===== src/rtl/fjtok_pkg.sv =====
// Shared types, codes and character helpers for the flat JSON line tokenizer.
`default_nettype none
package fjtok_pkg;

   localparam int MaxResults = 5;

   typedef enum logic [4:0] {
      PH_START   = 5'd0,
      PH_SKIP    = 5'd1,
      PH_SKIPC   = 5'd2,
      PH_OPEN    = 5'd3,
      PH_KEYX    = 5'd4,
      PH_COLON   = 5'd5,
      PH_VALX    = 5'd6,
      PH_NUM     = 5'd7,
      PH_LIT     = 5'd8,
      PH_AFTER   = 5'd9,
      PH_CLOSED  = 5'd10,
      PH_CLOSEDC = 5'd11,
      PH_K_CHR   = 5'd12,
      PH_K_ESC   = 5'd13,
      PH_K_HEX   = 5'd14,
      PH_K_BSL   = 5'd15,
      PH_K_U     = 5'd16,
      PH_K_LOHEX = 5'd17,
      PH_V_CHR   = 5'd18,
      PH_V_ESC   = 5'd19,
      PH_V_HEX   = 5'd20,
      PH_V_BSL   = 5'd21,
      PH_V_U     = 5'd22,
      PH_V_LOHEX = 5'd23
   } phase_type;

   typedef enum logic [1:0] {
      KIND_KEY     = 2'd0,
      KIND_VALUE   = 2'd1,
      KIND_PAIR    = 2'd2,
      KIND_VERDICT = 2'd3
   } kind_type;

   typedef enum logic [1:0] {
      VERD_OBJECT    = 2'd0,
      VERD_SKIP      = 2'd1,
      VERD_MALFORMED = 2'd2,
      VERD_SPARE     = 2'd3
   } verdict_type;

   // Literal selector
   localparam logic [1:0] LitTrue  = 2'd0;
   localparam logic [1:0] LitFalse = 2'd1;
   localparam logic [1:0] LitNull  = 2'd2;

   typedef struct packed {
      logic [7:0]  out_byte;
      kind_type    token_kind;
      verdict_type line_verdict;
   } result_type;

   function automatic logic is_ws(input logic [7:0] b);
      is_ws = (b == 8'h20) || (b >= 8'h09 && b <= 8'h0D);
   endfunction

   function automatic logic is_digit(input logic [7:0] b);
      is_digit = (b >= 8'h30) && (b <= 8'h39);
   endfunction

   // {valid, value}
   function automatic logic [4:0] hex_value(input logic [7:0] b);
      logic [7:0] d;
      d = 8'h00;
      hex_value = 5'd0;
      if (b >= 8'h30 && b <= 8'h39) begin
         d = b - 8'h30;
         hex_value = {1'b1, d[3:0]};
      end else if (b >= 8'h61 && b <= 8'h66) begin
         d = b - 8'h57;
         hex_value = {1'b1, d[3:0]};
      end else if (b >= 8'h41 && b <= 8'h46) begin
         d = b - 8'h37;
         hex_value = {1'b1, d[3:0]};
      end
   endfunction

   function automatic logic [7:0] lit_char(input logic [1:0] c, input logic [2:0] p);
      lit_char = 8'h00;
      case (c)
         LitTrue: begin
            case (p)
               3'd0: lit_char = "t";
               3'd1: lit_char = "r";
               3'd2: lit_char = "u";
               3'd3: lit_char = "e";
               default: lit_char = 8'h00;
            endcase
         end
         LitFalse: begin
            case (p)
               3'd0: lit_char = "f";
               3'd1: lit_char = "a";
               3'd2: lit_char = "l";
               3'd3: lit_char = "s";
               3'd4: lit_char = "e";
               default: lit_char = 8'h00;
            endcase
         end
         LitNull: begin
            case (p)
               3'd0: lit_char = "n";
               3'd1: lit_char = "u";
               3'd2: lit_char = "l";
               3'd3: lit_char = "l";
               default: lit_char = 8'h00;
            endcase
         end
         default: lit_char = 8'h00;
      endcase
   endfunction

   function automatic logic [2:0] lit_len(input logic [1:0] c);
      lit_len = (c == LitFalse) ? 3'd5 : 3'd4;
   endfunction

endpackage
`default_nettype wire


===== src/rtl/fjtok_req_if.sv =====
// Input channel: one text byte or end-of-line marker per transfer.
`default_nettype none
interface fjtok_req_if;
   logic       valid;
   logic       ready;
   logic [7:0] line_byte;
   logic       line_end;

   modport source (output valid, output line_byte, output line_end, input ready);
   modport sink (input valid, input line_byte, input line_end, output ready);
endinterface
`default_nettype wire


===== src/rtl/fjtok_rsp_if.sv =====
// Result channel: one decoded byte, pair mark or line verdict per transfer.
`default_nettype none
interface fjtok_rsp_if;
   logic       valid;
   logic       ready;
   logic [7:0] out_byte;
   logic [1:0] token_kind;
   logic [1:0] line_verdict;
   logic       last;

   modport source (output valid, output out_byte, output token_kind, output line_verdict,
                   output last, input ready);
   modport sink (input valid, input out_byte, input token_kind, input line_verdict,
                 input last, output ready);
endinterface
`default_nettype wire


===== src/rtl/flat_json_object_line_tokenizer.sv =====
// Top level of the flat JSON object line tokenizer.
`default_nettype none
// Tokenizes one line of a line-per-record JSON array per run of transfers: feed
// the line's bytes, then one transfer with line_end set. Each input transfer
// is decoded in the cycle it is taken and its results (0 to 4: key/value bytes,
// pair-complete marks, and the line verdict on line_end) land in a 5-entry
// result register that drains one result per cycle while the consumer is ready;
// last flags the final result of an input. Input is taken in every cycle in
// which that register empties: plain ASCII runs at one byte per cycle unless
// the output stalls, and an input with several results holds off the next
// until all drain (up to 4 UTF-8 bytes for a \u surrogate pair). On a
// malformed verdict the consumer drops any bytes already delivered for that line.
module flat_json_object_line_tokenizer (
   input  wire         clock,
   input  wire         reset,
   fjtok_req_if.sink   req_chan,
   fjtok_rsp_if.source rsp_chan
);
   import fjtok_pkg::*;

   // Parse state
   phase_type   phase_ff, phase_in;
   logic [15:0] cu_ff, cu_in;
   logic [9:0]  hs_ff, hs_in;
   logic [2:0]  hexn_ff, hexn_in;
   logic [2:0]  lpos_ff, lpos_in;
   logic [1:0]  lch_ff, lch_in;
   logic [2:0]  nph_ff, nph_in;
   logic        failed_ff, failed_in;

   // Result buffer
   result_type  buf_ff [MaxResults];
   logic [2:0]  cnt_ff, idx_ff;

   result_type  res [MaxResults];
   logic [2:0]  res_n;

   logic        accept, pop, at_last;

   assign at_last = (idx_ff == cnt_ff - 3'd1);
   assign pop     = rsp_chan.valid && rsp_chan.ready;
   assign req_chan.ready = (cnt_ff == 3'd0) || (pop && at_last);
   assign accept  = req_chan.valid && req_chan.ready;

   // Decode one input against the current state
   always_comb begin
      logic [7:0]  b;
      logic        is_val;
      kind_type    kd;
      logic [4:0]  hx;
      logic [15:0] cu;
      logic [2:0]  hn;
      logic        do_utf;
      logic [20:0] cp;
      logic        term;
      logic        bad;
      logic [2:0]  np;
      verdict_type vd;
      logic [10:0] hsx;

      b = req_chan.line_byte;
      is_val = (phase_ff >= PH_V_CHR);
      kd = is_val ? KIND_VALUE : KIND_KEY;
      hx = hex_value(b);
      cu = {cu_ff[11:0], hx[3:0]};
      hn = hexn_ff + 3'd1;
      do_utf = 1'b0;
      cp = 21'd0;
      term = 1'b0;
      bad = 1'b0;
      np = nph_ff;
      vd = VERD_MALFORMED;
      hsx = 11'd0;
      phase_in = phase_ff;
      cu_in = cu_ff;
      hs_in = hs_ff;
      hexn_in = hexn_ff;
      lpos_in = lpos_ff;
      lch_in = lch_ff;
      nph_in = nph_ff;
      failed_in = failed_ff;
      res_n = 3'd0;
      for (int i = 0; i < MaxResults; i++) begin
         res[i] = '{8'h00, KIND_KEY, VERD_OBJECT};
      end

      if (req_chan.line_end) begin
         if (!failed_ff) begin
            if (phase_ff == PH_START || phase_ff == PH_SKIP || phase_ff == PH_SKIPC) begin
               vd = VERD_SKIP;
            end else if (phase_ff == PH_CLOSED || phase_ff == PH_CLOSEDC) begin
               vd = VERD_OBJECT;
            end
         end
         phase_in = PH_START;
         cu_in = 16'd0;
         hs_in = 10'd0;
         hexn_in = 3'd0;
         lpos_in = 3'd0;
         lch_in = 2'd0;
         nph_in = 3'd0;
         failed_in = 1'b0;
         res[0] = '{8'h00, KIND_VERDICT, vd};
         res_n = 3'd1;
      end else if (!failed_ff) begin
         unique case (phase_ff) inside
            PH_START: begin
               if (!is_ws(b)) begin
                  if (b == "[" || b == "]") phase_in = PH_SKIP;
                  else if (b == ",") phase_in = PH_SKIPC;
                  else if (b == "{") phase_in = PH_OPEN;
                  else failed_in = 1'b1;
               end
            end
            PH_SKIP: begin
               if (!is_ws(b)) begin
                  if (b == ",") phase_in = PH_SKIPC;
                  else failed_in = 1'b1;
               end
            end
            PH_SKIPC, PH_CLOSEDC: begin
               if (!is_ws(b)) failed_in = 1'b1;
            end
            PH_OPEN: begin
               if (!is_ws(b)) begin
                  if (b == "\"") phase_in = PH_K_CHR;
                  else if (b == "}") phase_in = PH_CLOSED;
                  else failed_in = 1'b1;
               end
            end
            PH_KEYX: begin
               if (!is_ws(b)) begin
                  if (b == "\"") phase_in = PH_K_CHR;
                  else failed_in = 1'b1;
               end
            end
            PH_COLON: begin
               if (!is_ws(b)) begin
                  if (b == ":") phase_in = PH_VALX;
                  else failed_in = 1'b1;
               end
            end
            PH_VALX: begin
               if (!is_ws(b)) begin
                  if (b == "\"") begin
                     phase_in = PH_V_CHR;
                  end else if (b == "-" || is_digit(b)) begin
                     res[0] = '{b, KIND_VALUE, VERD_OBJECT};
                     res_n = 3'd1;
                     nph_in = (b == "-") ? 3'd0 : ((b == "0") ? 3'd1 : 3'd2);
                     phase_in = PH_NUM;
                  end else if (b == "t" || b == "f" || b == "n") begin
                     lch_in = (b == "t") ? LitTrue : ((b == "f") ? LitFalse : LitNull);
                     lpos_in = 3'd1;
                     if (b != "n") begin
                        res[0] = '{(b == "t") ? 8'h54 : 8'h46, KIND_VALUE, VERD_OBJECT};
                        res_n = 3'd1;
                     end
                     phase_in = PH_LIT;
                  end else begin
                     failed_in = 1'b1;
                  end
               end
            end
            PH_NUM: begin
               case (nph_ff) inside
                  3'd0: begin
                     if (b == "0") np = 3'd1;
                     else if (is_digit(b)) np = 3'd2;
                     else bad = 1'b1;
                  end
                  3'd1, 3'd2: begin
                     if (nph_ff == 3'd2 && is_digit(b)) np = 3'd2;
                     else if (b == ".") np = 3'd3;
                     else if (b == "e" || b == "E") np = 3'd5;
                     else term = 1'b1;
                  end
                  3'd3: begin
                     if (is_digit(b)) np = 3'd4;
                     else bad = 1'b1;
                  end
                  3'd4: begin
                     if (is_digit(b)) np = 3'd4;
                     else if (b == "e" || b == "E") np = 3'd5;
                     else term = 1'b1;
                  end
                  3'd5: begin
                     if (b == "+" || b == "-") np = 3'd6;
                     else if (is_digit(b)) np = 3'd7;
                     else bad = 1'b1;
                  end
                  3'd6: begin
                     if (is_digit(b)) np = 3'd7;
                     else bad = 1'b1;
                  end
                  default: begin
                     if (!is_digit(b)) term = 1'b1;
                  end
               endcase
               if (bad) begin
                  failed_in = 1'b1;
               end else if (!term) begin
                  nph_in = np;
                  res[0] = '{b, KIND_VALUE, VERD_OBJECT};
                  res_n = 3'd1;
               end else begin
                  // number ends here; the byte is then a separator
                  res[0] = '{8'h00, KIND_PAIR, VERD_OBJECT};
                  res_n = 3'd1;
                  phase_in = PH_AFTER;
                  if (!is_ws(b)) begin
                     if (b == ",") phase_in = PH_KEYX;
                     else if (b == "}") phase_in = PH_CLOSED;
                     else failed_in = 1'b1;
                  end
               end
            end
            PH_LIT: begin
               if (lch_ff > LitNull || lpos_ff >= lit_len(lch_ff)
                   || b != lit_char(lch_ff, lpos_ff)) begin
                  failed_in = 1'b1;
               end else begin
                  lpos_in = lpos_ff + 3'd1;
                  if (lch_ff != LitNull) begin
                     res[0] = '{b, KIND_VALUE, VERD_OBJECT};
                     res_n = 3'd1;
                  end
                  if (lpos_ff + 3'd1 == lit_len(lch_ff)) begin
                     res[res_n] = '{8'h00, KIND_PAIR, VERD_OBJECT};
                     res_n = res_n + 3'd1;
                     phase_in = PH_AFTER;
                  end
               end
            end
            PH_AFTER: begin
               if (!is_ws(b)) begin
                  if (b == ",") phase_in = PH_KEYX;
                  else if (b == "}") phase_in = PH_CLOSED;
                  else failed_in = 1'b1;
               end
            end
            PH_CLOSED: begin
               if (!is_ws(b)) begin
                  if (b == ",") phase_in = PH_CLOSEDC;
                  else failed_in = 1'b1;
               end
            end
            PH_K_CHR, PH_V_CHR: begin
               if (b == "\"") begin
                  if (is_val) begin
                     res[0] = '{8'h00, KIND_PAIR, VERD_OBJECT};
                     res_n = 3'd1;
                     phase_in = PH_AFTER;
                  end else begin
                     phase_in = PH_COLON;
                  end
               end else if (b < 8'h20) begin
                  failed_in = 1'b1;
               end else if (b == "\\") begin
                  phase_in = is_val ? PH_V_ESC : PH_K_ESC;
               end else begin
                  res[0] = '{b, kd, VERD_OBJECT};
                  res_n = 3'd1;
               end
            end
            PH_K_ESC, PH_V_ESC: begin
               phase_in = is_val ? PH_V_CHR : PH_K_CHR;
               res_n = 3'd1;
               case (b) inside
                  8'h22, 8'h5C, 8'h2F: res[0] = '{b, kd, VERD_OBJECT};
                  "b": res[0] = '{8'h08, kd, VERD_OBJECT};
                  "f": res[0] = '{8'h0C, kd, VERD_OBJECT};
                  "n": res[0] = '{8'h0A, kd, VERD_OBJECT};
                  "r": res[0] = '{8'h0D, kd, VERD_OBJECT};
                  "t": res[0] = '{8'h09, kd, VERD_OBJECT};
                  "u": begin
                     res_n = 3'd0;
                     cu_in = 16'd0;
                     hexn_in = 3'd0;
                     phase_in = is_val ? PH_V_HEX : PH_K_HEX;
                  end
                  default: begin
                     res_n = 3'd0;
                     failed_in = 1'b1;
                  end
               endcase
            end
            PH_K_HEX, PH_V_HEX: begin
               if (!hx[4]) begin
                  failed_in = 1'b1;
               end else begin
                  cu_in = cu;
                  hexn_in = hn;
                  if (hn >= 3'd4) begin
                     if (cu >= 16'hD800 && cu <= 16'hDBFF) begin
                        hs_in = cu[9:0];
                        phase_in = is_val ? PH_V_BSL : PH_K_BSL;
                     end else if (cu >= 16'hDC00 && cu <= 16'hDFFF) begin
                        failed_in = 1'b1;
                     end else begin
                        do_utf = 1'b1;
                        cp = {5'd0, cu};
                        phase_in = is_val ? PH_V_CHR : PH_K_CHR;
                     end
                  end
               end
            end
            PH_K_BSL, PH_V_BSL: begin
               if (b == "\\") phase_in = is_val ? PH_V_U : PH_K_U;
               else failed_in = 1'b1;
            end
            PH_K_U, PH_V_U: begin
               if (b == "u") begin
                  cu_in = 16'd0;
                  hexn_in = 3'd0;
                  phase_in = is_val ? PH_V_LOHEX : PH_K_LOHEX;
               end else begin
                  failed_in = 1'b1;
               end
            end
            PH_K_LOHEX, PH_V_LOHEX: begin
               if (!hx[4]) begin
                  failed_in = 1'b1;
               end else begin
                  cu_in = cu;
                  hexn_in = hn;
                  if (hn >= 3'd4) begin
                     if (cu >= 16'hDC00 && cu <= 16'hDFFF) begin
                        hsx = {1'b0, hs_ff} + 11'h040;
                        do_utf = 1'b1;
                        cp = {hsx, cu[9:0]};
                        phase_in = is_val ? PH_V_CHR : PH_K_CHR;
                     end else begin
                        failed_in = 1'b1;
                     end
                  end
               end
            end
            default: failed_in = 1'b1;
         endcase
      end

      // UTF-8 encoding of a decoded code point
      if (do_utf) begin
         if (cp <= 21'h7F) begin
            res[0] = '{cp[7:0], kd, VERD_OBJECT};
            res_n = 3'd1;
         end else if (cp <= 21'h7FF) begin
            res[0] = '{{3'b110, cp[10:6]}, kd, VERD_OBJECT};
            res[1] = '{{2'b10, cp[5:0]}, kd, VERD_OBJECT};
            res_n = 3'd2;
         end else if (cp <= 21'hFFFF) begin
            res[0] = '{{4'b1110, cp[15:12]}, kd, VERD_OBJECT};
            res[1] = '{{2'b10, cp[11:6]}, kd, VERD_OBJECT};
            res[2] = '{{2'b10, cp[5:0]}, kd, VERD_OBJECT};
            res_n = 3'd3;
         end else begin
            res[0] = '{{5'b11110, cp[20:18]}, kd, VERD_OBJECT};
            res[1] = '{{2'b10, cp[17:12]}, kd, VERD_OBJECT};
            res[2] = '{{2'b10, cp[11:6]}, kd, VERD_OBJECT};
            res[3] = '{{2'b10, cp[5:0]}, kd, VERD_OBJECT};
            res_n = 3'd4;
         end
      end
   end

   // Parse state update on each input transfer
   always_ff @(posedge clock) begin
      if (reset) begin
         phase_ff <= PH_START;
         cu_ff <= 16'd0;
         hs_ff <= 10'd0;
         hexn_ff <= 3'd0;
         lpos_ff <= 3'd0;
         lch_ff <= 2'd0;
         nph_ff <= 3'd0;
         failed_ff <= 1'b0;
      end else if (accept) begin
         phase_ff <= phase_in;
         cu_ff <= cu_in;
         hs_ff <= hs_in;
         hexn_ff <= hexn_in;
         lpos_ff <= lpos_in;
         lch_ff <= lch_in;
         nph_ff <= nph_in;
         failed_ff <= failed_in;
      end
   end

   // Result buffer control
   always_ff @(posedge clock) begin
      if (reset) begin
         cnt_ff <= 3'd0;
         idx_ff <= 3'd0;
      end else if (accept) begin
         cnt_ff <= res_n;
         idx_ff <= 3'd0;
      end else if (pop) begin
         if (at_last) cnt_ff <= 3'd0;
         idx_ff <= idx_ff + 3'd1;
      end
   end

   // Result buffer payload
   always_ff @(posedge clock) begin
      if (accept) begin
         for (int i = 0; i < MaxResults; i++) begin
            buf_ff[i] <= res[i];
         end
      end
   end

   assign rsp_chan.valid        = (cnt_ff != 3'd0);
   assign rsp_chan.out_byte     = buf_ff[idx_ff].out_byte;
   assign rsp_chan.token_kind   = buf_ff[idx_ff].token_kind;
   assign rsp_chan.line_verdict = buf_ff[idx_ff].line_verdict;
   assign rsp_chan.last         = at_last;

   // Checks
   a_idx_in_range: assert property (@(posedge clock) disable iff (reset)
      rsp_chan.valid |-> (idx_ff < cnt_ff) && (cnt_ff <= 3'd5))
      else $error("result index past fill count");

   a_eol_verdict: assert property (@(posedge clock) disable iff (reset)
      accept && req_chan.line_end |=> rsp_chan.valid && rsp_chan.last
         && (rsp_chan.token_kind == KIND_VERDICT))
      else $error("end of line did not give a single verdict");

   a_eol_clears: assert property (@(posedge clock) disable iff (reset)
      accept && req_chan.line_end |=> (phase_ff == PH_START) && !failed_ff)
      else $error("parse state not cleared at end of line");

   a_drain_empty: assert property (@(posedge clock) disable iff (reset)
      pop && at_last && !accept |=> !rsp_chan.valid)
      else $error("result buffer not empty after final transfer");

   a_failed_quiet: assert property (@(posedge clock) disable iff (reset)
      accept && failed_ff && !req_chan.line_end |=> !rsp_chan.valid)
      else $error("results after a line error");

endmodule
`default_nettype wire


===== src/flat_wrapper.sv =====
// flat-port wrapper written by rule: the top's interface ports become plain ports
module flat_json_object_line_tokenizer_flat import fjtok_pkg::*;
  (clock, reset, req_chan_valid, req_chan_line_byte, req_chan_line_end, req_chan_ready, rsp_chan_valid, rsp_chan_out_byte, rsp_chan_token_kind, rsp_chan_line_verdict, rsp_chan_last, rsp_chan_ready);
  fjtok_req_if req_chan_i ();
  fjtok_rsp_if rsp_chan_i ();
  input  wire clock;
  input  wire reset;
  input wire logic [$bits(req_chan_i.valid)-1:0] req_chan_valid;
  input wire logic [$bits(req_chan_i.line_byte)-1:0] req_chan_line_byte;
  input wire logic [$bits(req_chan_i.line_end)-1:0] req_chan_line_end;
  output wire logic [$bits(req_chan_i.ready)-1:0] req_chan_ready;
  output wire logic [$bits(rsp_chan_i.valid)-1:0] rsp_chan_valid;
  output wire logic [$bits(rsp_chan_i.out_byte)-1:0] rsp_chan_out_byte;
  output wire logic [$bits(rsp_chan_i.token_kind)-1:0] rsp_chan_token_kind;
  output wire logic [$bits(rsp_chan_i.line_verdict)-1:0] rsp_chan_line_verdict;
  output wire logic [$bits(rsp_chan_i.last)-1:0] rsp_chan_last;
  input wire logic [$bits(rsp_chan_i.ready)-1:0] rsp_chan_ready;
  assign req_chan_i.valid = req_chan_valid;
  assign req_chan_i.line_byte = req_chan_line_byte;
  assign req_chan_i.line_end = req_chan_line_end;
  assign req_chan_ready = req_chan_i.ready;
  assign rsp_chan_valid = rsp_chan_i.valid;
  assign rsp_chan_out_byte = rsp_chan_i.out_byte;
  assign rsp_chan_token_kind = rsp_chan_i.token_kind;
  assign rsp_chan_line_verdict = rsp_chan_i.line_verdict;
  assign rsp_chan_last = rsp_chan_i.last;
  assign rsp_chan_i.ready = rsp_chan_ready;
  flat_json_object_line_tokenizer u_core (.clock(clock), .reset(reset), .req_chan(req_chan_i), .rsp_chan(rsp_chan_i));
endmodule

===== config.mk =====
export PLATFORM = sky130hd
export DESIGN_NAME = flat_json_object_line_tokenizer_flat
export DESIGN_NICKNAME = d
export VERILOG_FILES = /design/src/rtl/fjtok_pkg.sv /design/src/rtl/fjtok_req_if.sv /design/src/rtl/fjtok_rsp_if.sv /design/src/rtl/flat_json_object_line_tokenizer.sv /design/src/flat_wrapper.sv
export SDC_FILE = /design/constraint.sdc
export NUM_CORES = 1
export LEC_CHECK = 0
export ABC_AREA = 1
export BUFFER_PORTS_ARGS = -buffer_cell sky130_fd_sc_hd__buf_4
export CAP_MARGIN = 10
export CORE_ASPECT_RATIO = 1.1
export CORE_MARGIN = 5
export CORE_UTILIZATION = 49
export DETAILED_ROUTE_END_ITERATION = 8
export PLACE_DENSITY = 0.66
export SYNTH_ARGS = -nofsm -noshare
export SYNTH_HDL_FRONTEND = slang
export SYNTH_SLANG_ARGS = --single-unit

===== constraint.sdc =====
create_clock -name clock -period 3.85 [get_ports clock]
set_input_delay 0.1925 -clock clock [delete_from_list [all_inputs] [get_ports clock]]
set_output_delay 0.1925 -clock clock [all_outputs]
set_load 0.005 [all_outputs]

[After elaboration in Yosys (flattened, before gate mapping)]
Memories as Yosys holds them, arrays and structs flattened. A register that Yosys moved wholly into a read port is not among the register bits.
Index checks and enable logic that the tools add are counted.
Storage, ports and cells
  memory bits (read-only): 0
  register bits after elaboration: 49
  latch bits: 0
  word-level logic and storage cells: 521
  memory bits (writable): 60
  input bits: 13
  memories: 1
  output and inout bits: 15
Memory list
  u_core.buf_ff: words 5, width 12, rd ports 1, clocked after memory_dff 1, write ports 5, line flat_json_object_line_tokenizer.sv:32  | result_type buf_ff [MaxResults];
Operators by class
  multipliers: 0
  equal/unequal tests: 109
  divide/modulo/power cells: 0
  reductions and logical operators: 62
  $add $sub $neg: 9
  shifts and indexed selects: 0
  bitwise logic cells: 4
  magnitude comparators: 22
  multiplexer cells: 304
Operators with widths (number)
  12-bit 2-to-1 mux: 24
  5-bit 2-to-1 mux: 56
  3-bit 2-to-1 mux: 70
  60-bit 2-to-1 mux: 3
  16-bit 2-to-1 mux: 11
  21-bit 2-to-1 mux: 8
  48-bit 2-to-1 mux: 3
  8-bit by 7-bit == test with 1-bit output, second input constant: 13
  1-bit 2-to-1 mux: 84
  5-bit case mux with 16 select lines: 1
  3-bit != test, second input constant: 26
  8-bit by 6-bit == test with 1-bit output, second input constant: 9
  10-bit 2-to-1 mux: 6
  12-bit case mux with 5 select lines: 1
  55-bit bitwise AND: 1
  55-bit inverter: 1
  24-bit 2-to-1 mux: 2
  16-bit case mux with 3 select lines: 1
  21-bit case mux with 2 select lines: 1
  5-bit by 4-bit == test with 1-bit output, second input constant: 8
  5-bit == test, second input constant: 8
  12-bit demux with 3-bit select: 1
  36-bit 2-to-1 mux: 1
  7-bit case mux with 5 select lines: 1
  77 further kinds: 170

[Depth between registers and ports, before layout]
  depth after elaboration: 29
  depth in mapped cells: 22

[Least setup slack after synthesis]
No wires, ideal clock.
  kind: register -> register
  start point: register u_core.cnt_ff[0]
  end point: register u_core.hs_ff[1]
  setup time: 86 ps
  cell stages (with the launch flop): 16
  path buffers: 1
  setup slack: 890 ps
  arrival time: 2875 ps
  clock period less this slack: 2960 ps
  cells stage by stage: dfxtp_1 inv_1 ha_1 inv_1 nand2_1 nand2_1 xor2_1 nor3_2 nand2_1 nand2_1 nand2_1 clkinv_1 nand4_1 nand2_1 buf_2 a211oi_1
Between the ends
  cells in the longest elaborated chain, start to end: 6
  elaborated cells on any way between the ends: 9
Ends and longest elaborated chain
  start, declared: line flat_json_object_line_tokenizer.sv:33  | logic [2:0] cnt_ff, idx_ff;
  start signal, assigned: line flat_json_object_line_tokenizer.sv:396  | cnt_ff <= res_n;
  3-bit by 1-bit subtractor with 3-bit output: line flat_json_object_line_tokenizer.sv:40  | assign at_last = (idx_ff == cnt_ff - 3'd1);
  3-bit == test: line flat_json_object_line_tokenizer.sv:40
  net rsp_chan_last: line flat_wrapper.sv:16  | output wire logic [$bits(rsp_chan_i.last)-1:0] rsp_chan_last;
  1-bit logical AND: line flat_json_object_line_tokenizer.sv:42  | assign req_chan.ready = (cnt_ff == 3'd0) || (pop && at_last);
  1-bit logical OR: line flat_json_object_line_tokenizer.sv:42
  net req_chan_ready: line flat_wrapper.sv:11  | output wire logic [$bits(req_chan_i.ready)-1:0] req_chan_ready;
  1-bit logical AND: line flat_json_object_line_tokenizer.sv:43  | assign accept = req_chan.valid && req_chan.ready;
  net u_core.accept: line flat_json_object_line_tokenizer.sv:38  | logic accept, pop, at_last;
  6-bit AND reduction (no source line)
  end signal, assigned: line flat_json_object_line_tokenizer.sv:381  | hs_ff <= hs_in;
  end, declared: line flat_json_object_line_tokenizer.sv:24  | logic [9:0] hs_ff, hs_in;
The timed path passes the listed nets, and every way through them passes these cells.
A chain may end at the register's enable or synchronous reset.

==> flow_summary.toml <==
[synth]
synthMuxAreaShare = 0
synth_nets = 1194
syn_inst = 1156
synth_area_um2 = 7330
syn_avg_cell_area_um2 = 6.34
synth_top_family_by_area = "simple AND/OR/NAND/NOR gates"
synth_xor_area_frac = 0.0142
seq_area_frac_synth = 0.283
yosys_most_used_dff = "dfxtp_1"
synthSimpleGateAreaFrac = 0.387
synth_compound_area_frac = 0.171
ys_async_sr_fraction = 0
yosys_warnings = 0
synth-edff-count = 37
ys_types = 55
ys_ff_latch = 85
synthAdderAreaFrac = 0.0427

[power]
p_leak_nw = 3.55
ir_worst_vdd_v = 0.000205
p_total_w = 0.00297
p_per_area_nw_per_um2 = 374

[clock_network]
cts_setup_buffers = 0
clock_latency_ns = 0.36
cts-resized-gates = 0
clkTransAtPathRegs_ns = 0.07
numCtsBuffers = 9
ctsRootBufferMaster = "clkbuf_16"
cts-hold-fix-buffers = 0
cts_max_level = 3
clock-sinks = 85
tritoncts = "yes"
clockBufferDepth = 2

[critical_path]
crit_buf_inv = 2
rr_startpoint = "u_core.hexn_ff[0]"
cpLargestDelayFamily = "simple AND/OR/NAND/NOR gates"
worstSetupPathDepth = 13
crit_arrival_ns = 3.29
worstRegToRegCells = 13
crit_start = "u_core.hexn_ff[0]"
path_cells = "ha_1 -> xnor2_2 -> inv_1 -> nand4_1 -> nor2_1 -> nor2_1 -> nand3_2 -> nor2_2 -> nand3_2 -> nand2_2 -> inv_1 -> o211ai_1 -> nand2_1"
worst_setup_path_start_kind = "flop"
slowest_stage = "xnor2_2"
path_class = "reg -> reg"
cp_data_required_time_ns = 3.96
slowest_delay_ns = 0.41
critPathMaxFanout = 11
cp-end-kind = "flop"

[global_route]
overflow = 0
grt_pass1_vias = 7229
use_met3 = 0.0562
grt_usage = 0.279
antenna_found_initial = 0
grt_max_degree = 43
grt.busiest_layer = "met2"
met1_usage = 0.397
grt_pass1_wl_mm = 39.5
grt_use_met2 = 0.421

[floorplanning]
io_pins = 28
row_count = 46
die-area_um2 = 17500
core_area_um2 = 14600
initial_core_util = 0.503
die_h_um = 138
fp.dieW_um = 127

[sta]
fmax_mhz = 314
slew-limit-headroom = 0.393
finClkSkew_ns = 0.0137
finalCriticalPeriod_ns = 3.19
finalSetupViolCount = 0
rsz0062_at_grt = "false"
fin_ws_ns = 0.664
finalMaxSlewViolations = 0
worst_slew_pin_slew_ns = 0.909
period_share = 0.827
hold_viol = 0
tns_ns = 0

[routing]
ant_nets = 0
wl_per_cell_um = 18.0
drt_iter0_drc = 795
vias = 7880
drt_first_pass_iters = 5
drc = 0
wl_mm = 24.6
viasPerCell = 5.76

[final_layout]
multi_input_area_um2 = 4510
fin_nets = 1208
final_area_um2 = 7930
utilization = 0.544
drive_above_1_share = 0.104
diodes = 0
seqCellArea_um2 = 2070
layout.filler_cells = 1508
area.growth.synth_to_final_pct = 8.16

[place]
place_ws_ns = 0.719
port_buffers = 27
post_dp_cell_area_um2 = 7650
post-dp-hpwl_mm = 18.8
place_congestion = 1.07

[flow_run]
drv_cap = 0

[run_status]
status = "complete, no violations"

[worst_hold_path]
hold_class = "in -> reg"
hold_depth = 2
min_from = "reset"
-- cells in the final DEF (no fill, tap or decap), types with 6 or more instances in the layout --
cell type | Yosys | layout
xor2_1 | 8 | 8
nand4_1 | 34 | 34
nor3_1 | 17 | 17
buf_4 | 4 | 35
nor2_2 | 12 | 12
dfxtp_1 | 48 | 48
nand3_2 | 7 | 7
o21ai_1 | 6 | 6
clkbuf_16 | 0 | 9
ha_1 | 25 | 25
inv_1 | 125 | 125
o22ai_1 | 9 | 9
inv_2 | 18 | 18
o211ai_1 | 11 | 11
nand2_2 | 10 | 10
nand3_1 | 83 | 83
nand2_1 | 258 | 258
edfxtp_1 | 37 | 37
o21ai_0 | 90 | 90
nor2_4 | 7 | 7
nor2_1 | 189 | 189
a21oi_1 | 70 | 70
-- cells in the mapped netlist, types with 3 or more instances --
master	instances	share of area
nand2_1	258	0.13
nor2_1	189	0.097
inv_1	125	0.064
o21ai_0	90	0.061
nand3_1	83	0.057
a21oi_1	70	0.048
dfxtp_1	48	0.13
edfxtp_1	37	0.15
nand4_1	34	0.029
ha_1	25	0.043
inv_2	18	0.0092
nor3_1	17	0.012
nor2_2	12	0.010
clkbuf_1	11	0.0056
o211ai_1	11	0.011
nand2_2	10	0.0085
buf_2	9	0.0061
o22ai_1	9	0.0077
xor2_1	8	0.0096
nand3_2	7	0.0096
nor2_4	7	0.011
o21ai_1	6	0.0041
a211oi_1	5	0.0051
buf_6	5	0.0077
clkinv_1	5	0.0026
o2111ai_1	5	0.0060
buf_4	4	0.0041
nand3b_1	4	0.0041
a31oi_1	3	0.0026
buf_1	3	0.0015
nand2_4	3	0.0046
nor3_2	3	0.0041
o21a_1	3	0.0031
-- layer usage --
metal,up-vias,share of wire
met3,65,0.086
met2,371,0.44
met1,3572,0.44
met5,-,0
met4,0,0.031
li1,3872,-
-- final timing paths --
path | end | slack [ns]
max | u_core.buf_ff[0][8] | 0.66
max reg2reg | u_core.buf_ff[0][8] | 0.66
min reg2reg | u_core.hexn_ff[1] | 0.47
min | u_core.lch_ff[1] | 0.21
-- power breakdown --
group	switching [W]	leakage, nW	internal (W)
clock	0.000403	0.143	0.000447
sequential	0.0000747	0.765	0.00102
combinational	0.000703	2.65	0.000315
total	0.00118	3.55	0.00178
-- flip-flops by register name, indices dropped and copies added (netlist names), named ones only --
register,cells
u_core.idx_ff,3
u_core.buf_ff,37
u_core.cu_ff,12
u_core.lch_ff,2
u_core.nph_ff,3
u_core.hs_ff,10
u_core.phase_ff,5
u_core.lpos_ff,3
u_core.cnt_ff,3
u_core.hexn_ff,3
u_core.failed_ff,1
-- worst register-to-register path, delay by kind of cell (launching register included) --
family	cells	cell delay [ns]
compound gates	1	0.09
xor+xnor	1	0.41
buf+inv	2	0.40
flops	1	0.32
simple gates	8	1.48
fa+ha+maj	1	0.23
-- through the flow --
step | cells | hold slack (ns)
6_report | 1367 | 0.209
5_1_grt | 1367 | 0.217
4_1_cts | 1367 | 0.195
3_5_place_dp | 1351 | 0.460
3_3_place_gp | 1351 | 0.457
2_1_floorplan | 1156 | 0.430
-- logic make-up after synthesis --
kind of cell	after synthesis
compound gates	219
flops	85
xor+xnor	11
simple gates	635
fa+ha+maj	25
buf+inv	181
-- cell type report --
cell class              instances  area share
multi-input cells             890       0.569
flip-flops and latches         85       0.261
inverters                     149      0.0709
repair buffers                 35      0.0331
well taps                     192      0.0303
clock buffers                   9      0.0284
clock inverters                 7     0.00679
(Power assumes the default switching activity.)
